==> config.mk <==
export PLATFORM = sky130hd
export DESIGN_NAME = poua_ctrl
export DESIGN_NICKNAME = d
export VERILOG_FILES = /design/src/rtl/poua_pkg.sv /design/src/rtl/poua_ctrl.sv
export SDC_FILE = /design/constraint.sdc
export NUM_CORES = 1
export LEC_CHECK = 0
export BUFFER_PORTS_ARGS = -buffer_cell sky130_fd_sc_hd__buf_2
export CORE_AREA = 4 4 41 43
export CTS_BUF_LIST = sky130_fd_sc_hd__clkbuf_8
export DETAILED_ROUTE_END_ITERATION = 12
export DIE_AREA = 0 0 45 47
export GPL_ROUTABILITY_DRIVEN = 0
export PLACE_DENSITY_LB_ADDON = 0.05
export SLEW_MARGIN = 20
export SYNTH_ARGS = -nofsm -noshare
export SYNTH_HDL_FRONTEND = slang
export SYNTH_SLANG_ARGS = --single-unit
==> constraint.sdc <==
create_clock -name clock -period 1.8 [get_ports clock]
set_clock_uncertainty 0.1 [all_clocks]
set_input_delay 0.36 -clock clock [delete_from_list [all_inputs] [get_ports clock]]
set_output_delay 0.36 -clock clock [all_outputs]
set_load 0.1 [all_outputs]
==> src/rtl/poua_pkg.sv <==
// ----------------------------------------------------------------------------
// poua_pkg
// Shared types and codes for the per-owner usage aggregator: request codes,
// transfer payloads, table entry layout, controller states, and the command
// and status groups between the controller and the datapath.
// ----------------------------------------------------------------------------
package poua_pkg;

   localparam int OWNER_W = 32;
   localparam int BYTES_W = 63;
   localparam int COUNT_W = 31;

   typedef enum logic [1:0] {
      REQ_RECORD = 2'd0,
      REQ_REPORT = 2'd1,
      REQ_CLEAR  = 2'd2
   } req_code_type;

   typedef struct packed {
      logic [1:0]         req_type;
      logic [OWNER_W-1:0] owner_id;
      logic [BYTES_W-1:0] file_size;
   } req_item_type;

   typedef struct packed {
      logic [OWNER_W-1:0] owner_id_out;
      logic [BYTES_W-1:0] total_bytes;
      logic [COUNT_W-1:0] file_count;
      logic               entry_valid;
      logic               table_overflow;
      logic               last;
   } rsp_item_type;

   typedef struct packed {
      logic [OWNER_W-1:0] owner_id;
      logic [BYTES_W-1:0] total_bytes;
      logic [COUNT_W-1:0] file_count;
   } entry_type;

   typedef enum logic [2:0] {
      ST_IDLE,
      ST_LOOKUP_READ,
      ST_LOOKUP_CMP,
      ST_INSERT,
      ST_SCAN_READ,
      ST_SCAN_CMP,
      ST_EMIT
   } state_type;

   typedef struct packed {
      logic load_req;
      logic idx_clear;
      logic idx_inc;
      logic mem_read;
      logic write_update;
      logic write_insert;
      logic table_clear;
      logic set_overflow;
      logic scan_start;
      logic scan_eval;
      logic report_start;
      logic emit_entry;
      logic emit_empty;
   } cmd_type;

   typedef struct packed {
      logic table_empty;
      logic table_full;
      logic idx_at_end;
      logic owner_match;
      logic last_emit;
   } status_type;

endpackage

==> src/rtl/poua_ctrl.sv <==
// ----------------------------------------------------------------------------
// poua_ctrl
// Sequencer for the aggregator: runs the table lookup for record requests
// and the repeated maximum scans that order a report.
// ----------------------------------------------------------------------------
module poua_ctrl (
   input  logic                 clock,
   input  logic                 reset,
   input  logic                 start,
   input  logic [1:0]           req_code,
   input  poua_pkg::status_type status,
   output poua_pkg::cmd_type    cmd,
   output logic                 busy
);

   poua_pkg::state_type state_ff;
   poua_pkg::state_type state_in;

   always_ff @(posedge clock) begin
      if (reset) begin
         state_ff <= poua_pkg::ST_IDLE;
      end else begin
         state_ff <= state_in;
      end
   end

   always_comb begin
      state_in = state_ff;
      cmd      = '0;
      busy     = 1'b1;
      case (state_ff)
         poua_pkg::ST_IDLE: begin
            busy = 1'b0;
            if (start) begin
               case (req_code)
                  poua_pkg::REQ_RECORD: begin
                     cmd.load_req  = 1'b1;
                     cmd.idx_clear = 1'b1;
                     state_in = status.table_empty ? poua_pkg::ST_INSERT
                                                   : poua_pkg::ST_LOOKUP_READ;
                  end
                  poua_pkg::REQ_REPORT: begin
                     if (status.table_empty) begin
                        cmd.emit_empty = 1'b1;
                     end else begin
                        cmd.report_start = 1'b1;
                        cmd.idx_clear    = 1'b1;
                        cmd.scan_start   = 1'b1;
                        state_in = poua_pkg::ST_SCAN_READ;
                     end
                  end
                  poua_pkg::REQ_CLEAR: begin
                     cmd.table_clear = 1'b1;
                  end
                  default: begin
                  end
               endcase
            end
         end
         poua_pkg::ST_LOOKUP_READ: begin
            cmd.mem_read = 1'b1;
            state_in = poua_pkg::ST_LOOKUP_CMP;
         end
         poua_pkg::ST_LOOKUP_CMP: begin
            if (status.owner_match) begin
               cmd.write_update = 1'b1;
               state_in = poua_pkg::ST_IDLE;
            end else if (status.idx_at_end) begin
               state_in = poua_pkg::ST_INSERT;
            end else begin
               cmd.idx_inc = 1'b1;
               state_in = poua_pkg::ST_LOOKUP_READ;
            end
         end
         poua_pkg::ST_INSERT: begin
            if (status.table_full) begin
               cmd.set_overflow = 1'b1;
            end else begin
               cmd.write_insert = 1'b1;
            end
            state_in = poua_pkg::ST_IDLE;
         end
         poua_pkg::ST_SCAN_READ: begin
            cmd.mem_read = 1'b1;
            state_in = poua_pkg::ST_SCAN_CMP;
         end
         poua_pkg::ST_SCAN_CMP: begin
            cmd.scan_eval = 1'b1;
            if (status.idx_at_end) begin
               state_in = poua_pkg::ST_EMIT;
            end else begin
               cmd.idx_inc = 1'b1;
               state_in = poua_pkg::ST_SCAN_READ;
            end
         end
         poua_pkg::ST_EMIT: begin
            cmd.emit_entry = 1'b1;
            if (status.last_emit) begin
               state_in = poua_pkg::ST_IDLE;
            end else begin
               cmd.idx_clear  = 1'b1;
               cmd.scan_start = 1'b1;
               state_in = poua_pkg::ST_SCAN_READ;
            end
         end
         default: begin
            state_in = poua_pkg::ST_IDLE;
         end
      endcase
   end

endmodule

==> impl_results.rst <==
.. list-table::
   :header-rows: 1

   * - Metric
     - Value
   * - Status
     - finished with violations
   * - Violations in the final reports
     - setup timing
   * - Placed Area
     - 802 um2
   * - Multi-input gate area in the final layout
     - about 350 um2
   * - IO Port Bufs
     - 23
   * - GR Util All Layers
     - about 14%
   * - Final hold viol count
     - 0
   * - Number of filler instances in the final layout
     - between 100 and 150
   * - Detailed-routing iteration count for the pre-antenna-repair pass
     - 3
   * - Antenna diode count
     - 0
   * - Post-Route WL
     - approximately 1200 um
   * - Peak supply drop
     - ~0.43 mV
   * - Tightest hold margin
     - ~0.30 ns
   * - Top-area cell type share of the netlist area
     - 18.1%
   * - Full die area
     - between 2000 and 2500 um2
   * - Starting utilization of the core area
     - between 20% and 30%
   * - Mean routed wirelength per cell
     - between 10 and 15 um
   * - Seq cells post-synth
     - 3
   * - Worst slew pin tran
     - 0.317 ns
   * - Max-cap check violation count
     - 0
   * - Critical register-to-register path startpoint
     - state_ff[1]
   * - Cell internal pwr
     - around 0.00035 W
   * - Initial antenna violation count
     - 0
   * - Clock period minus worst slack
     - about 1.9 ns
   * - Number of nets still failing antenna checks after routing
     - 0
   * - Number of flip-flops in the largest register
     - 3
   * - Wire length of the first global-routing pass
     - 1950 um
   * - Ratio of routed vias to standard cells
     - about 5
   * - Logic pwr share
     - about 56%
   * - Path type of the worst setup path
     - flop to output pin
   * - Net switching power of the design
     - 0.000276 W
   * - P_leak
     - 0.376 nW
   * - FF+latch area
     - 68.8 um2
   * - Vias after detailed routing
     - between 400 and 500
   * - Type of the most critical hold path
     - primary input to flop
   * - Count of pins on the block boundary
     - 24
   * - Largest regs
     - state_ff (3)
   * - Nature of the critical path startpoint
     - flop
   * - Total number of placement rows
     - 13
   * - H-tree depth reported by CTS
     - 1
   * - Arrival time of the worst setup path
     - about 1.4 ns
   * - Dominant cell type by area after synthesis
     - dfxtp_1
   * - Power per Cell Area
     - between 700 and 800 nW/um2
   * - Summed area of non-filler cells in the final layout
     - approximately 880 um2
   * - DRC violations left
     - 0
   * - Max-slew violation count
     - 0
   * - Die width
     - 45 um
   * - Worst-case headroom to the max-slew limit
     - 78.8%
   * - Ys Warns
     - 0
   * - Number of global-route vias before repair
     - roughly 450
   * - Unrepaired setup endpoints after global routing
     - yes
   * - Average cell area after synthesis
     - about 7.7 um2
   * - Startpoint of the most critical setup path
     - state_ff[2]
   * - Setup slack of the critical path after layout
     - -0.0773 ns
   * - Post-layout nets
     - 87
   * - Setup-failing EPs final
     - 5
   * - Clock latency of the later-clocked register in the worst-skew pair
     - 0.22 ns
   * - Required time worst endpoint
     - 1.34 ns
   * - Max frequency
     - between 500 and 600 MHz
   * - Part of the cycle the worst path needs
     - 104%
   * - Detailed placer's ending HPWL
     - 892 um
   * - Top post-synthesis cells by area
     - dfxtp_1 (18%), buf_6 (10%), nor3b_1 (6.8%), nor3_1 (4.5%), a221oi_2 (4.5%)
   * - Proportion of synthesized chip area in sequential cells
     - 18.1%
   * - Layout Area Growth over Synthesis
     - 166%
   * - Largest register by flop count
     - state_ff
   * - Gr ovfl total
     - 0
   * - Share of power burned in the clock network
     - around 31%
   * - Worst hold start
     - reset
   * - Die H
     - approximately 47 um
   * - Net count after synthesis
     - 53
   * - CTS max path bufs
     - 2
   * - TritonCTS clock tree
     - built
   * - Synth unique cells
     - 24
   * - Proportion of layout cells with a drive suffix above 1
     - 75.0%
   * - Switching fraction of total power
     - a little over two fifths
   * - Gate count after technology mapping
     - 43
   * - Number of buffers created by CTS
     - 3
   * - Sinks on the clock net
     - 3
   * - Mapped Area
     - approximately 330 um2
   * - Area of the placeable core
     - about 1300 um2
   * - Clock input transition at the sequential cells of the worst setup and hold paths
     - ~0.03 ns
   * - Proportion of power drawn by flip-flops and latches
     - between 10% and 20%
   * - Highest net fanout along the worst path
     - 8
   * - Initial DRC count
     - 4
   * - Clock root cell
     - clkbuf_8
   * - Pin count of the biggest net entering global routing
     - 10
   * - Number of buffers added to fix hold violations after cts
     - 0
   * - Endpoint type of the worst setup path
     - output pin
## cell families (layout without fill, tap and decap cells)
logic type             after synthesis  in the layout  share of synthesized area (%)
flip-flops                           3              3                           18.1
XOR/XNOR                             1              1                           2.64
AO/OA/AOI/OAI                       10             10                           24.9
buffers and inverters                5             38                           12.5
AND/OR/NAND/NOR                     24             24                           41.9
## final cells by class
class,count,share of cell area (%)
clock buffers,3,4.69
clock inverters,1,0.426
inverters,2,0.852
multi-input cells,35,39.5
flip-flops and latches,3,7.81
well taps,15,2.13
repair buffers,32,44.6
## synth_stat cells, drive strengths merged
cell and count:
a221oi 1, xnor2 1, a21oi 1, nor3b 3, nand3 1, nand2 4, o21ba 2, and2 1
o31ai 1, or3 2, nand2b 2, buf 3, a21o 1, o21ai 4, inv 2, nor3 4
dfxtp 3, and4b 1, nor2 4, nor2b 2
## power by group through the flow
stage	clock network [W]	logic, W	registers, W
2_1_floorplan	0	0.000224	0.0000777
3_3_place_gp	0	0.000336	0.0000859
3_5_place_dp	0	0.000336	0.0000860
4_1_cts	0.000202	0.000349	0.0000855
5_1_grt	0.000206	0.000364	0.0000861
6_report	0.000194	0.000350	0.0000851
## path summary, 6_finish.rpt
| check | to | slack, ns | cells past startpoint |
|---|---|---|---|
| worst max-delay path | cmd[6] | -0.08 | 4 |
| worst min-delay path | state_ff[2] | 0.30 | 2 |
| worst max register to register | state_ff[1] | 0.39 | 5 |
| worst min register to register | state_ff[1] | 0.52 | 2 |
## critical path: stages, from the launching register on
cell and delay, ns:
dfxtp_4 0.36, nor3_4 0.27, inv_2 0.14, nor3_4 0.23, buf_12 0.20
## metal layers
layer | up-vias | global-route usage, % | routed length, um
li1 | 216 | - | -
met1 | 201 | 11.8 | 380
met2 | 22 | 24.0 | 654
met3 | 6 | 6.51 | 116
met4 | 0 | 12.9 | 63
met5 | - | 0 | 0
## stage by stage
step	std cells	power [W]	TNS, ns	util, %	worst slack [ns]
2_1_floorplan	43	0.000301	-2.91	-	-0.768
3_3_place_gp	86	0.000422	0	61.6	0.0424
3_5_place_dp	86	0.000422	0	61.6	0.0238
4_1_cts	91	0.000636	-0.265	67.4	-0.0820
5_1_grt	91	0.000656	-0.942	67.7	-0.171
6_report	91	0.000629	-0.279	67.7	-0.0773
## cell usage in the layout (no fill, tap or decap), drive strengths merged, types with 2 or more instances in the layout
cell type and instances:
buf 32, clkbuf 3, dfxtp 3, inv 3
nand2 4, nand2b 2, nor2 4, nor2b 2
nor3 4, nor3b 3, o21ai 4, o21ba 2
or3 2
## timing repair
item / 4_1_cts / 5_1_grt
resized for setup: 7 / 2
endpoints found under the setup margin: 11 / 12
pin swaps: 3 / 2
buffers inserted: 1 / 0
gates cloned: 0 / 0
Power figures use the tool's default switching activity.
